## config.mk

```make
export PLATFORM = sky130hd
export DESIGN_NAME = nmea_sentence_framer_filter
export DESIGN_NICKNAME = d
export VERILOG_FILES = /design/src/design/nsff_pkg.sv /design/src/design/nsff_ctrl.sv /design/src/design/nsff_dp.sv /design/src/design/nmea_sentence_framer_filter.sv
export SDC_FILE = /design/constraint.sdc
export NUM_CORES = 1
export LEC_CHECK = 0
export BUFFER_PORTS_ARGS = -buffer_cell sky130_fd_sc_hd__buf_2
export CORE_UTILIZATION = 55
export CTS_BUF_LIST = sky130_fd_sc_hd__clkbuf_8
export CTS_CLUSTER_DIAMETER = 50
export DETAILED_ROUTE_END_ITERATION = 10
export PLACE_DENSITY = 0.74
export SYNTH_ARGS = -nofsm -noshare
export SYNTH_HDL_FRONTEND = slang
export SYNTH_SLANG_ARGS = --single-unit
```

## constraint.sdc

```tcl
create_clock -name clk -period 8.5 [get_ports clk]
set_clock_uncertainty 0.2 [all_clocks]
set_input_delay 0.425 -clock clk [delete_from_list [all_inputs] [get_ports clk]]
set_output_delay 0.425 -clock clk [all_outputs]
set_load 0.01 [all_outputs]
```

## src/design/nsff_pkg.sv

```systemverilog
// nsff_pkg: constants, state encoding and control structs of the NMEA sentence framer
// used by nsff_ctrl, nsff_dp and nmea_sentence_framer_filter; no dependencies
package nsff_pkg;

  // line store sizing
  localparam int LINE_CAPACITY = 64;
  localparam int ADDR_W        = $clog2(LINE_CAPACITY);
  localparam int CNT_W         = 32;

  // characters
  localparam logic [7:0] CH_START   = 8'h24;
  localparam logic [7:0] CH_NEWLINE = 8'h0A;
  localparam logic [7:0] CH_COMMA   = 8'h2C;

  // line qualification
  localparam int MIN_VALID_LEN = 7;
  localparam int TYPE_MIN_IDX  = 4;
  localparam int PREFIX_LEN    = 9;
  localparam int PREFIX_IDX_W  = $clog2(PREFIX_LEN);

  // proprietary sentence prefix, one character per position
  localparam logic [7:0] PREFIX_CHARS [PREFIX_LEN] = '{
    8'h24, 8'h50, 8'h51, 8'h54, 8'h4D, 8'h45, 8'h50, 8'h45, 8'h2C
  };

  // accepted sentence types, first character in the upper byte
  localparam logic [23:0] TYPE_RMC = 24'h524D43;
  localparam logic [23:0] TYPE_GGA = 24'h474741;
  localparam logic [23:0] TYPE_GNS = 24'h474E53;
  localparam logic [23:0] TYPE_VTG = 24'h565447;
  localparam logic [23:0] TYPE_GST = 24'h475354;

  function automatic logic is_known_type(input logic [23:0] three);
    return (three == TYPE_RMC) || (three == TYPE_GGA) || (three == TYPE_GNS) ||
           (three == TYPE_VTG) || (three == TYPE_GST);
  endfunction

  // controller states
  typedef enum logic [1:0] {
    S_IDLE,
    S_READ,
    S_SHOW
  } state_t;

  // controller to datapath
  typedef struct packed {
    logic accept;   // input transfer this cycle
    logic start;    // begin replay of the completed line
    logic advance;  // step to the next stored byte
  } dp_cmd_t;

  // datapath to controller
  typedef struct packed {
    logic fwd_now;  // current input byte completes a line that is forwarded
    logic last;     // replay pointer sits on the final byte
  } dp_sts_t;

endpackage

```

## src/design/nsff_ctrl.sv

```systemverilog
// nsff_ctrl: handshake controller of the NMEA sentence framer
// depends on nsff_pkg; drives nsff_dp through dp_cmd_t, reads dp_sts_t
module nsff_ctrl (
  input  logic             clk,
  input  logic             rst,
  input  logic             in_valid,
  output logic             in_ready,
  output logic             out_valid,
  input  logic             out_ready,
  input  nsff_pkg::dp_sts_t sts,
  output nsff_pkg::dp_cmd_t cmd
);
  import nsff_pkg::*;

  state_t state, state_next;

  // state register
  always_ff @(posedge clk) begin
    if (rst) begin
      state <= S_IDLE;
    end else begin
      state <= state_next;
    end
  end

  // next state and commands
  always_comb begin
    state_next  = state;
    in_ready    = 1'b0;
    out_valid   = 1'b0;
    cmd         = '0;
    case (state)
      S_IDLE: begin
        in_ready   = 1'b1;
        cmd.accept = in_valid;
        if (in_valid && sts.fwd_now) begin
          cmd.start  = 1'b1;
          state_next = S_READ;
        end
      end
      S_READ: begin
        // store read data is registered in this state
        state_next = S_SHOW;
      end
      S_SHOW: begin
        out_valid = 1'b1;
        if (out_ready) begin
          if (sts.last) begin
            state_next = S_IDLE;
          end else begin
            cmd.advance = 1'b1;
            state_next  = S_READ;
          end
        end
      end
      default: begin
        state_next = S_IDLE;
      end
    endcase
  end

  // input and output never open together
  a_no_overlap: assert property (@(posedge clk) disable iff (rst)
    !(in_ready && out_valid))
    else $error("input and output handshakes open at once");

  // a forwarded line always enters replay
  a_start_reads: assert property (@(posedge clk) disable iff (rst)
    cmd.start |=> (state == S_READ))
    else $error("replay start did not fetch");

  // final byte transfer returns to idle
  a_last_idle: assert property (@(posedge clk) disable iff (rst)
    (out_valid && out_ready && sts.last) |=> (state == S_IDLE))
    else $error("replay did not end after final byte");

endmodule

```

## src/design/nsff_dp.sv

```systemverilog
// nsff_dp: line collection, sentence matching, counters and line store of the framer
// depends on nsff_pkg; commanded by nsff_ctrl
module nsff_dp (
  input  logic                            clk,
  input  logic                            rst,
  input  logic [7:0]                      rx_byte,
  input  nsff_pkg::dp_cmd_t               cmd,
  output nsff_pkg::dp_sts_t               sts,
  output logic [7:0]                      out_byte,
  output logic                            out_last,
  output logic [nsff_pkg::CNT_W-1:0]      valid_lines,
  output logic [nsff_pkg::CNT_W-1:0]      forwarded_lines,
  output logic [nsff_pkg::CNT_W-1:0]      dropped_lines
);
  import nsff_pkg::*;

  // line collection state
  logic              collecting;
  logic [ADDR_W-1:0] fill;
  logic              comma_seen;
  logic              type_match;
  logic [23:0]       recent;
  logic              prefix_match;
  logic [CNT_W-1:0]  valid_count;
  logic [CNT_W-1:0]  forward_count;
  logic [CNT_W-1:0]  drop_count;

  // replay state
  logic [7:0]        mem [LINE_CAPACITY];
  logic [7:0]        rd_data;
  logic [ADDR_W-1:0] rd_ptr;
  logic [ADDR_W-1:0] replay_len;

  // per-byte evaluation
  logic              restart;
  logic              coll_a;
  logic [ADDR_W-1:0] idx;
  logic              comma_a;
  logic              type_a;
  logic [23:0]       recent_a;
  logic              prefix_a;
  logic              overflow;
  logic              store;
  logic              prefix_next;
  logic              comma_hit;
  logic              type_next;
  logic              newline;
  logic [ADDR_W-1:0] len;
  logic              valid_line;
  logic              fwd;

  // a start character restarts the line before the byte is stored
  always_comb begin
    restart     = (rx_byte == CH_START);
    coll_a      = collecting | restart;
    idx         = restart ? '0 : fill;
    comma_a     = restart ? 1'b0 : comma_seen;
    type_a      = restart ? 1'b0 : type_match;
    recent_a    = restart ? '0 : recent;
    prefix_a    = restart ? 1'b1 : prefix_match;
    overflow    = coll_a && (idx >= ADDR_W'(LINE_CAPACITY - 1));
    store       = coll_a && !overflow;
    prefix_next = prefix_a;
    if (idx < ADDR_W'(PREFIX_LEN)) begin
      if (rx_byte != PREFIX_CHARS[idx[PREFIX_IDX_W-1:0]]) begin
        prefix_next = 1'b0;
      end
    end
    comma_hit   = !comma_a && (rx_byte == CH_COMMA);
    type_next   = comma_hit ? ((idx >= ADDR_W'(TYPE_MIN_IDX)) && is_known_type(recent_a))
                            : type_a;
    newline     = store && (rx_byte == CH_NEWLINE);
    len         = idx + 1'b1;
    valid_line  = newline && (len >= ADDR_W'(MIN_VALID_LEN));
    fwd         = valid_line && (prefix_next || type_next);
  end

  // collection state and counters
  always_ff @(posedge clk) begin
    if (rst) begin
      collecting    <= 1'b0;
      fill          <= '0;
      comma_seen    <= 1'b0;
      type_match    <= 1'b0;
      recent        <= '0;
      prefix_match  <= 1'b1;
      valid_count   <= '0;
      forward_count <= '0;
      drop_count    <= '0;
    end else if (cmd.accept) begin
      if (overflow || newline) begin
        collecting   <= 1'b0;
        fill         <= '0;
        comma_seen   <= 1'b0;
        type_match   <= 1'b0;
        recent       <= '0;
        prefix_match <= 1'b1;
        if (overflow) begin
          drop_count <= drop_count + 1'b1;
        end
        if (valid_line) begin
          valid_count <= valid_count + 1'b1;
        end
        if (fwd) begin
          forward_count <= forward_count + 1'b1;
        end
      end else if (store) begin
        collecting   <= 1'b1;
        fill         <= len;
        comma_seen   <= comma_a | comma_hit;
        type_match   <= type_next;
        recent       <= {recent_a[15:0], rx_byte};
        prefix_match <= prefix_next;
      end
    end
  end

  // line store, write port
  always_ff @(posedge clk) begin
    if (cmd.accept && store) begin
      mem[idx] <= rx_byte;
    end
  end

  // line store, registered read port
  always_ff @(posedge clk) begin
    rd_data <= mem[rd_ptr];
  end

  // replay pointer and length
  always_ff @(posedge clk) begin
    if (rst) begin
      rd_ptr <= '0;
    end else if (cmd.start) begin
      rd_ptr <= '0;
    end else if (cmd.advance) begin
      rd_ptr <= rd_ptr + 1'b1;
    end
  end

  always_ff @(posedge clk) begin
    if (cmd.start) begin
      replay_len <= len;
    end
  end

  assign sts.fwd_now     = fwd;
  assign sts.last        = (rd_ptr == replay_len - 1'b1);
  assign out_byte        = rd_data;
  assign out_last        = sts.last;
  assign valid_lines     = valid_count;
  assign forwarded_lines = forward_count;
  assign dropped_lines   = drop_count;

  // a replayed line always meets the minimum length
  a_len_min: assert property (@(posedge clk) disable iff (rst)
    cmd.start |=> (replay_len >= ADDR_W'(MIN_VALID_LEN)))
    else $error("replay of a short line");

  // the pointer never steps past the final byte
  a_ptr_bound: assert property (@(posedge clk) disable iff (rst)
    cmd.advance |-> (rd_ptr < replay_len - 1'b1))
    else $error("replay pointer past line end");

  // a forwarded line bumps the forward counter
  a_fwd_count: assert property (@(posedge clk) disable iff (rst)
    cmd.start |=> (forward_count == $past(forward_count) + 1'b1))
    else $error("forward counter missed a line");

endmodule

```

## src/design/nmea_sentence_framer_filter.sv

```systemverilog
// nmea_sentence_framer_filter: top level of the NMEA sentence framer and filter
// depends on nsff_pkg, nsff_ctrl and nsff_dp
//
// Usage:
//   Input channel rx_byte/in_valid/in_ready takes one character of the receiver
//   text stream per transfer. A '$' starts a line; bytes outside a line are
//   dropped silently. A line that reaches 63 stored bytes without a newline is
//   abandoned and dropped_lines counts it.
//   On the newline of a line of at least 7 bytes whose sentence type is
//   accepted (or that carries the proprietary prefix), the stored line is
//   replayed on out_byte/out_valid/out_ready, out_last marking the newline.
//   The three counter ports go with every output byte and wrap at 2^32.
//   Outside a replay in_ready stays high, so every offered byte is accepted.
//   After a forwarding newline each stored byte is read from the store into a
//   register, then shown on out_byte until out_ready takes it. in_ready is
//   low for the whole replay, since the one line store holds the line under
//   replay until its last byte is out.
//   A stalled receiver holds the current byte in place; nothing is lost.
//   Reset (rst, synchronous) clears counters and collection state and returns
//   to accepting input in the next cycle; the store itself is not cleared.
module nmea_sentence_framer_filter (
  input  logic                       clk,
  input  logic                       rst,
  input  logic [7:0]                 rx_byte,
  input  logic                       in_valid,
  output logic                       in_ready,
  output logic [7:0]                 out_byte,
  output logic                       out_last,
  output logic [nsff_pkg::CNT_W-1:0] valid_lines,
  output logic [nsff_pkg::CNT_W-1:0] forwarded_lines,
  output logic [nsff_pkg::CNT_W-1:0] dropped_lines,
  output logic                       out_valid,
  input  logic                       out_ready
);
  import nsff_pkg::*;

  dp_cmd_t cmd;
  dp_sts_t sts;

  // handshake controller
  nsff_ctrl u_ctrl (
    .clk       (clk),
    .rst       (rst),
    .in_valid  (in_valid),
    .in_ready  (in_ready),
    .out_valid (out_valid),
    .out_ready (out_ready),
    .sts       (sts),
    .cmd       (cmd)
  );

  // collection, matching and replay datapath
  nsff_dp u_dp (
    .clk             (clk),
    .rst             (rst),
    .rx_byte         (rx_byte),
    .cmd             (cmd),
    .sts             (sts),
    .out_byte        (out_byte),
    .out_last        (out_last),
    .valid_lines     (valid_lines),
    .forwarded_lines (forwarded_lines),
    .dropped_lines   (dropped_lines)
  );

endmodule
```

# == Word level (Yosys, flattened, before mapping) ==
# Memory sizes are Yosys's and may differ from the RTL's. A register that Yosys moved wholly into a read port is not among the register bits.
# Index checks and enable logic that the tools add are counted.
# totals
register_bits,144
elab_cells,102
romBits,128
mem_count,2
input_bits,12
ramBits,512
# mem_list
name,words,width,read_ports,rd_ports_with_merged_regs,write_ports,line,source
u_dp.mem,64,8,1,1,1,nsff_dp.sv:29,logic [7:0] mem [LINE_CAPACITY];
(no name shown),16,8,1,0,0,nsff_dp.sv:65,if (rx_byte != PREFIX_CHARS[idx[PREFIX_IDX_W-1:0]]) begin
# classes
mux,35
add_sub_neg,6
n_bitwise,3
n_eq_ne,14
reduce_logical,25
n_lt_le_gt_ge,5
# op_table
operator,count
$eq 24x23->1 const B,5
$add 32x1->32 const B,3
$mux 24,3
$mux 1,23
$mux 6,3
$eq 8x6->1 const B,2
$mux 8,2
$add 6x1->6 const B,2
$ge 6x3->1 const B,2
$logic_and 1x1->1,9
$reduce_and 3->1,3
$eq 8x4->1 const B,1
$ne 8x8->1,1
$eq 6x6->1,1
$ge 6x6->1 const B,1
$logic_or 1x1->1,6
$lt 6x4->1 const B,1
$mux 2,3
$pmux 2 s3,1
$sub 6x1->6 const B,1
$ge 5x5->1 const B,1
$not 4->5,1
$reduce_and 2->1,2
$eq 2x1->1 const B,1
other kinds (8),10

# == Logic depth before layout (Yosys ltp) ==
# Gate-level depths: netlist of the first run.
# logic_depth
ltp_word,17
ltp_mapped,17

# == Modules after synthesis ==
# A second synthesis of the first run with hierarchy kept.
# unflattened
hier_cells,1672
area_unflattened_um2,26928.3
# by_module_without_submodules
mod,seq_area_each_um2,instances,cells_each,area_each_um2
nsff_dp,18437.7,1,1659,26810.7
nsff_ctrl,40.0,1,13,117.6

# == Worst setup path after synthesis of the first run ==
# No wires, ideal clock.
# synth_path
path_type,input port to flip-flop
start,input port rx_byte[2]
end,"register u_dp.forward_count[17], in the netlist u_dp.forwarded_lines[17]"
slack_ps,4957
required_time_ps,8179
cell_stages,14
setup_ps,121
arrival_time_ps,3223
n_path_buf,3
cell_sequence,buf_2 -> nor4bb_1 -> nand2_1 -> clkbuf_1 -> nand2_1 -> ha_1 -> nand2_1 -> a211o_1 -> nor3_1 -> nor3b_2 -> o2111ai_1 -> buf_2 -> nor3_1 -> mux2_2
# synth_between
elab_chain_len,12
# synth_rtl
element,line,source
"start, declared",nmea_sentence_framer_filter.sv:24,"input logic [7:0] rx_byte,"
$eq 8x6->1,nsff_dp.sv:54,restart = (rx_byte == CH_START);
$mux 6 or $mux 24 (tied branches),"nsff_dp.sv:56, nsff_dp.sv:59",
$not 4->5 (implied by the code) or $eq 24x23->1 (tied branches),"nsff_dp.sv:65, nsff_pkg.sv:34",
$mem_v2 16x8 or $logic_or 1x1->1 (tied branches),n/a,
$mux 8 (implied by the code) or $logic_or 1x1->1 (tied branches) (2 in a row),"nsff_dp.sv:65, nsff_pkg.sv:34",
$ne 8x8->1 or $logic_or 1x1->1 (tied branches),"nsff_dp.sv:65, nsff_pkg.sv:35",
$mux 1 or $logic_and 1x1->1 (tied branches),"nsff_dp.sv:65, nsff_dp.sv:70",
$mux 1 (on tied branches),"nsff_dp.sv:64, nsff_dp.sv:70",
$logic_or 1x1->1,nsff_dp.sv:75,fwd = valid_line && (prefix_next || type_next);
$logic_and 1x1->1,nsff_dp.sv:75,
$reduce_and 3->1 (no source line) (*),n/a,
"end signal, assigned",nsff_dp.sv:105,forward_count <= forward_count + 1'b1;
"end, declared",nsff_dp.sv:25,logic [CNT_W-1:0] forward_count;
# Mark *: on every way between the ends. The rest lies on a longest branch, timed or not. The select of a mux whose other input is x is not followed.
# A chain may end at the register's enable or synchronous reset.

# == Final worst setup path of the first run ==
# layout_path
start,input port rx_byte[4]
end,"register u_dp.forward_count[31], in the netlist u_dp.forwarded_lines[31]"
# Same word-level chain as after synthesis.

==> metrics.md, run 1 <==
| Metric | Value |
|---|---|
| Setup Crit Path Kind | `input port to register` |
| CP max-delay cell | `buf_2` |
| Die Wd | `223 microns` |
| Ys flop type | `edfxtp_1` |
| CTS Buffer Depth | `3` |
| Sequential-to-total area share from yosys stat | `0.687` |
| CP endpoint kind | `register` |
| Flop pwr share | `0.579` |
| Worst-path maximum fanout | `42` |
| Die ar. | `49800 sq um` |
| DP Worst Slack | `3.43 ns` |
| Starting Density | `0.560` |
| First-pass DRT Iterations | `5` |
| Synth top area share | `0.578` |
| Pwr/cell area | `201 nW/um^2` |
| Total gr overflow | `0` |
| CTS tree | `yes` |
| Die Ht | `223 microns` |
| Vias in the first global route | `15400` |
| Placed Cells incl. Taps | `2332` |
| Synth top cells by count | `edfxtp_1, nor2_1, mux4_2, dfxtp_1, nand2_1` |
| Combinational share of power | `0.011` |
| Mux share of post-synthesis cell area | `0.144` |
| ANT nets after route | `0` |
| Rel. slew slack | `0.189` |
| CTS Buf Count | `101` |
| Port Buffers | `118` |
| #FFs+latches synth | `664` |
| Top post-synthesis cells by area | `edfxtp_1, mux4_2, dfxtp_1` |
| Overall Global Routing Usage | `0.237` |
| Worst-Margin Slew | `1.21 ns` |
| Crit-path cells | `buf_2, buf_4, nor4_1, nand2_1, nand2_1, ha_1, inv_1, o22ai_1, a211o_1, nor3_1, nor3b_2, o2111ai_1, or4_1, a21oi_1` |
| Boundary Pins | `119` |
| Root Buffer | `clkbuf_8` |
| Synth Area in XOR/XNOR | `0.0231` |
| Cts hold-fix bufs | `5` |
| Fmax achieved | `226 MHz` |
| Setup TNS | `0 ns` |
| Avg Cell Area, Syn | `16.2 sq um` |
| LEAKAGE | `0.00981 uW` |
| Post-CTS setup repair buffer count | `0` |
| Diodes inserted | `0` |
| Worst Path Required | `8.91 ns` |
| Core area | `48000 sq um` |
| Adder-cell share of the synthesized area | `0.00325` |
| Final worst slack | `4.07 ns` |
| FP Rows | `80` |
| Fin crit period | `4.43 ns` |
| Final #Nets | `1844` |
| Share of layout cells above drive strength 1 | `0.245` |
| Post-synth top area cell | `edfxtp_1` |
| Total wire length | `58000 microns` |
| Reg clk slew, reported paths | `0.06 ns` |
| Most Frequent Cell on Critical Path | `nand2_1` |
| Hpwl dp | `35300 microns` |
| Synthesized area | `26900 sq um` |
| Finished Layout Cells | `2524` |
| Global-route wire length before repair | `88700 microns` |
| DR vias | `15300` |
| Fin. max-slew vios | `0` |
| Clock share of power | `0.410` |
| Cells resized by post-CTS repair | `0` |
| Tot Pwr | `6040 uW` |
| Count leader, synth | `edfxtp_1` |
| P_sw | `1260 uW` |
| DR WL/cell | `23.0 microns` |
| First DRT Iteration DRCs | `1509` |
| Largest family of logic cells by synthesized area | `multiplexers` |
| Crit start category | `input port` |
| Global placement routability congestion | `0.868` |
| H-tree levels | `3` |
| MaxCap Viol Count | `0` |
| Worst EP arrival | `4.84 ns` |
| Max VDD drop | `0.000116 V` |
| Async SR Flop Fraction | `0` |
| Layout area overhead | `11.6%` |
| Design area | `30000 sq um` |
| # clock sinks | `664` |
| Post-synth EDFFs | `518` |
| Antenna violations before repair | `1` |
| Hold Violations, Final | `0` |
| RSZ-0062 raised after global routing | `false` |
| Vias per Instance | `6.05` |
| # DRC | `0` |
| DP Area | `28100 sq um` |
| Yosys cell types | `71` |
| Final setup viols | `0` |
| Sw Share | `0.208` |
| Status | `complete, no violations` |
| Internal power | `4780 uW` |
| Clock Latency Late Sink | `0.69 ns` |
| Synth warn | `0` |
| Post-synthesis compound-gate area fraction | `0.0344` |
| Hold WC Path Type | `input port to register` |
| Largest net degree at the start of global routing | `117` |
| Mapped Cells | `1666` |
| Synth Area in Simple Gates | `0.0912` |
| CP max stage delay | `0.63 ns` |
| Period utilisation layout | `0.521` |
==> state kept, by name (all words and copies together) (netlist names) <==
signal and count:
u_dp.mem 512, u_dp.dropped_lines 32, u_dp.forwarded_lines 32, u_dp.valid_lines 32, u_dp.recent 24, u_dp.out_byte 8, u_dp.fill 6, u_dp.rd_ptr 6
u_dp.replay_len 6, u_ctrl.state 2, u_dp.collecting 1, u_dp.comma_seen 1, u_dp.prefix_match 1, u_dp.type_match 1
==> per-layer routing <==
metal | share of wire | global-route usage
met4 | 0.027 | 0.0788
met1 | 0.40 | 0.309
met3 | 0.077 | 0.0561
met2 | 0.50 | 0.394
met5 | 0.00021 | 0
==> through the flow <==
step / hold WS [ns] / util
after detailed placement: 0.270 / 0.584
after global placement: 0.259 / 0.584
after global routing: 0.205 / 0.625
after floorplan: 0.240 / -
after CTS: 0.177 / 0.625
final: 0.201 / 0.625
==> layout make-up <==
class | instances | area [sq um]
clock buffer | 113 | 1560
clock inverter | 74 | 360
fill | 3463 | 18000
inverter | 27 | 101
multi-input combinational | 894 | 8000
sequential | 664 | 18500
tap | 615 | 769
timing repair buffer | 137 | 761
==> worst paths after layout <==
| check | from | end | slack (ns) | cells past startpoint |
|---|---|---|---|---|
| hold / removal | rx_byte[7] | u_dp.mem[30][7] | 0.20 | 2 |
| hold reg to reg | u_dp.recent[7] | u_dp.recent[7] | 0.28 | 2 |
| setup / recovery | rx_byte[4] | u_dp.forwarded_lines[31] | 4.07 | 14 |
| setup reg to reg | u_dp.rd_ptr[1] | u_dp.out_byte[2] | 4.65 | 4 |
==> power groups by stage <==
stage	clock network, uW	logic (uW)	registers, uW
2_1_floorplan	0	17.2	3570
3_3_place_gp	0	61.1	3570
3_5_place_dp	0	65.4	3570
4_1_cts	2520	67.2	3500
5_1_grt	2640	73.5	3500
6_report	2480	67.2	3500
==> cell usage in the layout (no fill, tap or decap), drive strengths merged, types with 39 or more instances in the layout <==
cell    netlist  final
a21oi        50     50
mux4        168    168
nand2        85     85
buf          35    132
dfxtp       146    146
nor2        191    191
edfxtp      518    518
nand3        39     39
o21ai        39     39
clkbuf       53    113
inv          27     71
==> worst max-delay path, delay by kind of cell <==
family / cells / cell delay [ns]
simple gates: 6 / 1.91
buf+inv: 3 / 1.17
compound gates: 4 / 1.02
fa+ha+maj: 1 / 0.29
==> cell families after synthesis <==
logic type	after synthesis
buffers and inverters	115
adders and majority gates	7
AOI/OAI and AO/OA	144
xor gates and xnor gates	71
muxes	177
and+or+nand+nor	487
DFF	664
other	1
(Power assumes the default switching activity.)
==> run 2, diff against run 1 <==
clock period = 4.15 ns   (was 8.5 ns; I/O delays follow)
==> metrics.md, run 2 (synthesized netlist as in run 1, its figures left out) <==
| Metric | Value |
|---|---|
| CTS Buffer Depth | `3` |
| RR Endpoint | `u_dp.dropped_lines[30]` |
| Largest delay share family, worst path | `buffers and inverters` |
| Die Wd | `223 microns` |
| CP max stage delay | `0.61 ns` |
| Boundary Pins | `119` |
| P_sw | `2630 uW` |
| Worst EP arrival | `3.86 ns` |
| # clock sinks | `664` |
| CTS tree | `yes` |
| Sw Share | `0.210` |
| LEAKAGE | `0.0104 uW` |
| Fin. max-slew vios | `0` |
| Most common cell after layout, fill and taps aside | `edfxtp_1` |
| Final #Nets | `1951` |
| Crit-path cells | `dlygate4sd3_1, buf_2, nor4_1, nand2_1, nand2_1, ha_1, nand2_1, a211o_1, nor3_1, nor3b_2, buf_4, o21ai_0, a211oi_1, dlygate4sd3_1` |
| DP Area | `28900 sq um` |
| Post-CTS setup repair buffer count | `0` |
| Largest Register | `u_dp.mem` |
| Crit start category | `input port` |
| FP Rows | `80` |
| R2r startpoint | `u_dp.fill[2]` |
| Fin crit period | `3.43 ns` |
| Starting Density | `0.560` |
| CTS Buf Count | `102` |
| CP bufs+invs | `4` |
| Vias in the first global route | `15700` |
| Largest net degree at the start of global routing | `83` |
| Reg2reg setup slack | `0.83 ns` |
| Hold WC Path Type | `input port to register` |
| Port Buffers | `118` |
| Setup Crit Path Kind | `input port to register` |
| Global placement routability congestion | `0.863` |
| Worst-Margin Slew | `0.956 ns` |
| Max VDD drop | `0.000247 V` |
| Final setup viols | `0` |
| Crit. path cell count | `14` |
| Internal power | `9920 uW` |
| Clock share of power | `0.416` |
| Combinational share of power | `0.013` |
| Clock Latency Late Sink | `0.69 ns` |
| CP endpoint kind | `register` |
| Flop pwr share | `0.571` |
| CP max-delay cell | `dlygate4sd3_1` |
| Worst Path Required | `4.59 ns` |
| Design area | `31000 sq um` |
| Worst-path maximum fanout | `9` |
| ANT nets after route | `0` |
| Pwr/cell area | `405 nW/um^2` |
| Global-route wire length before repair | `92300 microns` |
| Total gr overflow | `0` |
| Period utilisation layout | `0.826` |
| Share of layout cells above drive strength 1 | `0.290` |
| RSZ-0062 raised after global routing | `false` |
| MaxCap Viol Count | `0` |
| Vias per Instance | `5.99` |
| Fmax achieved | `292 MHz` |
| Most Frequent Cell on Critical Path | `nand2_1` |
| Commonest cells after routing, fill and taps aside | `edfxtp_1, nor2_1, mux4_2` |
| Die Ht | `223 microns` |
| Hold Violations, Final | `0` |
| Total wire length | `60300 microns` |
| WHS Path Cells | `2` |
| Setup TNS | `0 ns` |
| Max reg flops | `512` |
| Die ar. | `49800 sq um` |
| Rel. slew slack | `0.357` |
| Status | `complete, no violations` |
| Layout area overhead | `15.1%` |
| First DRT Iteration DRCs | `1606` |
| DR WL/cell | `23.0 microns` |
| End point of the critical path | `u_ctrl.state[0]` |
| # DRC | `0` |
| Worst R2R Path Depth | `7` |
| Root Buffer | `clkbuf_8` |
| Overall Global Routing Usage | `0.248` |
| Antenna violations before repair | `0` |
| H-tree levels | `3` |
| DR vias | `15700` |
| CP Launch Point | `rx_byte[4]` |
| Reg clk slew, reported paths | `0.07 ns` |
| Core area | `48000 sq um` |
| Hpwl dp | `38700 microns` |
| First-pass DRT Iterations | `5` |
==> run 2: cell types whose count changed in the layout (fill, tap and decap cells not counted), sizes merged <==
cell	before	now
bufinv	2	3
clkinvlp	1	4
clkinv	27	28
buf	132	231
dlygate4sd3	5	12
diode	0	1
inv	71	57
clkbuf	113	115
==> run 2: how the worst min path moves through the flow <==
stage,endpoint,startpoint
2_1_floorplan,u_dp.mem[0][0],rx_byte[0]
3_3_place_gp,u_dp.type_match,u_dp.type_match
3_5_place_dp,u_dp.type_match,u_dp.type_match
4_1_cts,u_dp.mem[18][7],rx_byte[7]
5_1_grt,u_dp.mem[27][7],rx_byte[7]
6_report,u_dp.mem[26][7],rx_byte[7]
==> run 2: metrics by stage <==
stage          setup slack, ns  utilization  std cells  power, uW  hold slack (ns)
6_report                 0.723        0.645       2624      12600           0.0644
5_1_grt                  0.459        0.644       2623      12900           0.0476
4_1_cts                  0.788        0.644       2623      12600           0.0322
3_5_place_dp             0.675        0.601       2431       7460            0.271
3_3_place_gp             0.817        0.601       2431       7450            0.258
2_1_floorplan            0.824            -       1673       7340            0.106
==> run 2: timing repair <==
| item | CTS | global route |
|---|---|---|
| resized for setup | 0 | 0 |
| hold endpoints to repair | 296 | 0 |
| hold buffers | 12 | 0 |
==> run 2: power groups by stage <==
stage	Sequential (uW)	Combinational, uW	Clock (uW)
2_1_floorplan	7310	35.1	0
3_5_place_dp	7300	153	0
4_1_cts	7160	161	5310
5_1_grt	7160	173	5580
3_3_place_gp	7300	144	0
6_report	7160	162	5220
==> run 2: area by class of cell <==
type                            count  area (sq um)
Timing Repair Buffer              243          1640
Antenna cell                        1          2.50
Clock buffer                      115          1580
Tap cell                          615           769
Inverter                           27           101
Fill cell                        3389         17100
Sequential cell                   664         18500
Multi-Input combinational cell    894          8000
Clock inverter                     65           388
==> run 2: routing by layer <==
metal  track usage  vias to the layer above  share of wire
li1              -                     7027              -
met1         0.335                     7944           0.40
met2         0.400                      629           0.49
met3        0.0606                      114          0.079
met4        0.0763                        0          0.025
met5             0                        -              0
==> run 3, diff against run 2 <==
clock period = 3.3 ns   (was 4.15 ns; I/O delays follow)
==> metrics.md, run 3 (synthesized netlist as in run 1, its figures left out) <==
| Metric | Value |
|---|---|
| Die Ht | `223 microns` |
| Total wire length | `61900 microns` |
| Final setup viols | `0` |
| Hold Violations, Final | `0` |
| P_sw | `3300 uW` |
| DR vias | `16000` |
| Reg clk slew, reported paths | `0.05 ns` |
| Hold WC Path Type | `input port to register` |
| Worst R2R Path Depth | `10` |
| Largest Register | `u_dp.mem` |
| Wl on met1 | `24700 microns` |
| LEAKAGE | `0.0106 uW` |
| Combinational share of power | `0.013` |
| Die ar. | `49800 sq um` |
| Period utilisation layout | `0.959` |
| Global placement routability congestion | `0.890` |
| Antenna violations before repair | `2` |
| # DRC | `0` |
| Starting Density | `0.560` |
| FP Rows | `80` |
| Port Buffers | `118` |
| Fillcell total | `3381` |
| WHS Path Cells | `5` |
| DR WL/cell | `23.3 microns` |
| WHS | `0.202 ns` |
| Rel. slew slack | `0.333` |
| Fmax achieved | `316 MHz` |
| R2r startpoint | `u_dp.fill[3]` |
| Core area | `48000 sq um` |
| Endpoint, Worst Hold | `u_ctrl.state[1]` |
| CP endpoint kind | `register` |
| Vias in the first global route | `16000` |
| Status | `complete, no violations` |
| MaxCap Viol Count | `0` |
| Clock share of power | `0.418` |
| RSZ-0062 raised after global routing | `true` |
| Hpwl dp | `39500 microns` |
| Setup Crit Path Kind | `input port to register` |
| Met3 Routed Length | `4620 microns` |
| Flop pwr share | `0.569` |
| Worst-Margin Slew | `0.998 ns` |
| CTS Buffer Depth | `3` |
| Final #Nets | `1985` |
| # clock sinks | `664` |
| Total gr overflow | `0` |
| CTS Buf Count | `103` |
| Worst-path maximum fanout | `9` |
| Share of layout cells above drive strength 1 | `0.299` |
| Min-Delay Startpoint | `out_ready` |
| Diodes inserted | `0` |
| Pwr/cell area | `505 nW/um^2` |
| Max VDD drop | `0.000301 V` |
| Fin crit period | `3.16 ns` |
| Crit start category | `input port` |
| ANT nets after route | `0` |
| Sw Share | `0.208` |
| Boundary Pins | `119` |
| Largest net degree at the start of global routing | `90` |
| Global-route wire length before repair | `94500 microns` |
| First-pass DRT Iterations | `7` |
| Overall Global Routing Usage | `0.254` |
| Layout area overhead | `16.6%` |
| RR Endpoint | `u_dp.forwarded_lines[17]` |
| H-tree levels | `3` |
| Top Layer Used | `met5` |
| Reg2reg setup slack | `0.28 ns` |
| Vias per Instance | `6.02` |
| Commonest cells after routing, fill and taps aside | `edfxtp_1, nor2_1, mux4_2` |
| Max reg flops | `512` |
| Root Buffer | `clkbuf_8` |
| Die Wd | `223 microns` |
| First DRT Iteration DRCs | `1546` |
| Fin. max-slew vios | `0` |
| Internal power | `12500 uW` |
| WL met2 | `30900 microns` |
| Final core utilization | `0.653` |
| Worst EP arrival | `3.56 ns` |
| Worst Path Required | `3.69 ns` |
| Most common cell after layout, fill and taps aside | `edfxtp_1` |
| Clock Latency Late Sink | `0.69 ns` |
| CTS tree | `yes` |
==> run 3: cell count changes in the layout (fill, tap and decap cells not counted), sizes merged <==
cell | previous run | this run
buf | 231 | 265
inv | 57 | 63
clkbuf | 115 | 118
clkinvlp | 4 | 1
diode | 1 | 0
dlygate4sd3 | 12 | 11
==> run 3: routing by layer <==
layer | GRT usage | vias up
met1 | 0.335 | 8146
li1 | - | 7108
met2 | 0.424 | 643
met4 | 0.0768 | 2
met3 | 0.0545 | 120
met5 | 0 | -
==> run 3: repair_timing <==
item	CTS	global route
endpoints found under the setup margin	0	28
setup buffers	0	0
hold buffers	11	0
resized for setup	0	4
endpoints found under the hold margin	246	0
==> run 3: worst max-delay path, cell delays in order <==
cell	delay, ns
dlygate4sd3_1	0.52
buf_2	0.18
nor4bb_2	0.36
buf_4	0.22
nand2_1	0.10
nand2_1	0.12
ha_2	0.22
nand2_1	0.06
a21oi_1	0.16
o31ai_1	0.13
a211oi_4	0.31
buf_12	0.16
buf_4	0.14
o2111ai_1	0.12
or3_1	0.38
a21oi_1	0.20
==> run 3: power groups by stage <==
stage	combinational, uW	sequential, uW	clock (uW)
2_1_floorplan	44.2	9190	0
3_3_place_gp	186	9180	0
3_5_place_dp	199	9190	0
4_1_cts	210	9010	6750
5_1_grt	227	9000	7070
6_report	212	9010	6630
==> run 3: through the flow <==
step                      total power, uW  TNS (ns)  instance area (sq um)  instances  worst slack [ns]
after floorplan                      9230         0                  26900       1673            0.0165
final                               15800         0                  31400       2662             0.137
after detailed placement             9380    -0.435                  29200       2465            -0.148
after global placement               9370   -0.0268                  29200       2465           -0.0268
after CTS                           16000         0                  31300       2662            0.0216
after global routing                16300  -0.00801                  31400       2662          -0.00579
==> run 3: how the worst max path moves through the flow <==
stage	from	depth (start not counted)	slack, ns	endpoint
2_1_floorplan	rx_byte[2]	14	0.02	u_dp.forwarded_lines[17]
3_3_place_gp	rx_byte[3]	10	-0.03	u_dp.dropped_lines[30]
3_5_place_dp	rx_byte[3]	10	-0.15	u_dp.dropped_lines[30]
4_1_cts	rx_byte[3]	11	0.02	u_dp.dropped_lines[30]
5_1_grt	rx_byte[2]	16	-0.006	u_dp.forwarded_lines[17]
6_report	rx_byte[2]	16	0.14	u_dp.forwarded_lines[7]
==> run 3: area by class of cell <==
| type | count | area (sq um) | share of cell area |
|---|---|---|---|
| inverters | 27 | 101 | 0.00323 |
| multi-input cells | 894 | 8010 | 0.256 |
| clock inverters | 68 | 382 | 0.0122 |
| flip-flops and latches | 664 | 18500 | 0.589 |
| clock buffers | 118 | 1620 | 0.0518 |
| well taps | 615 | 769 | 0.0245 |
| repair buffers | 276 | 1990 | 0.0633 |
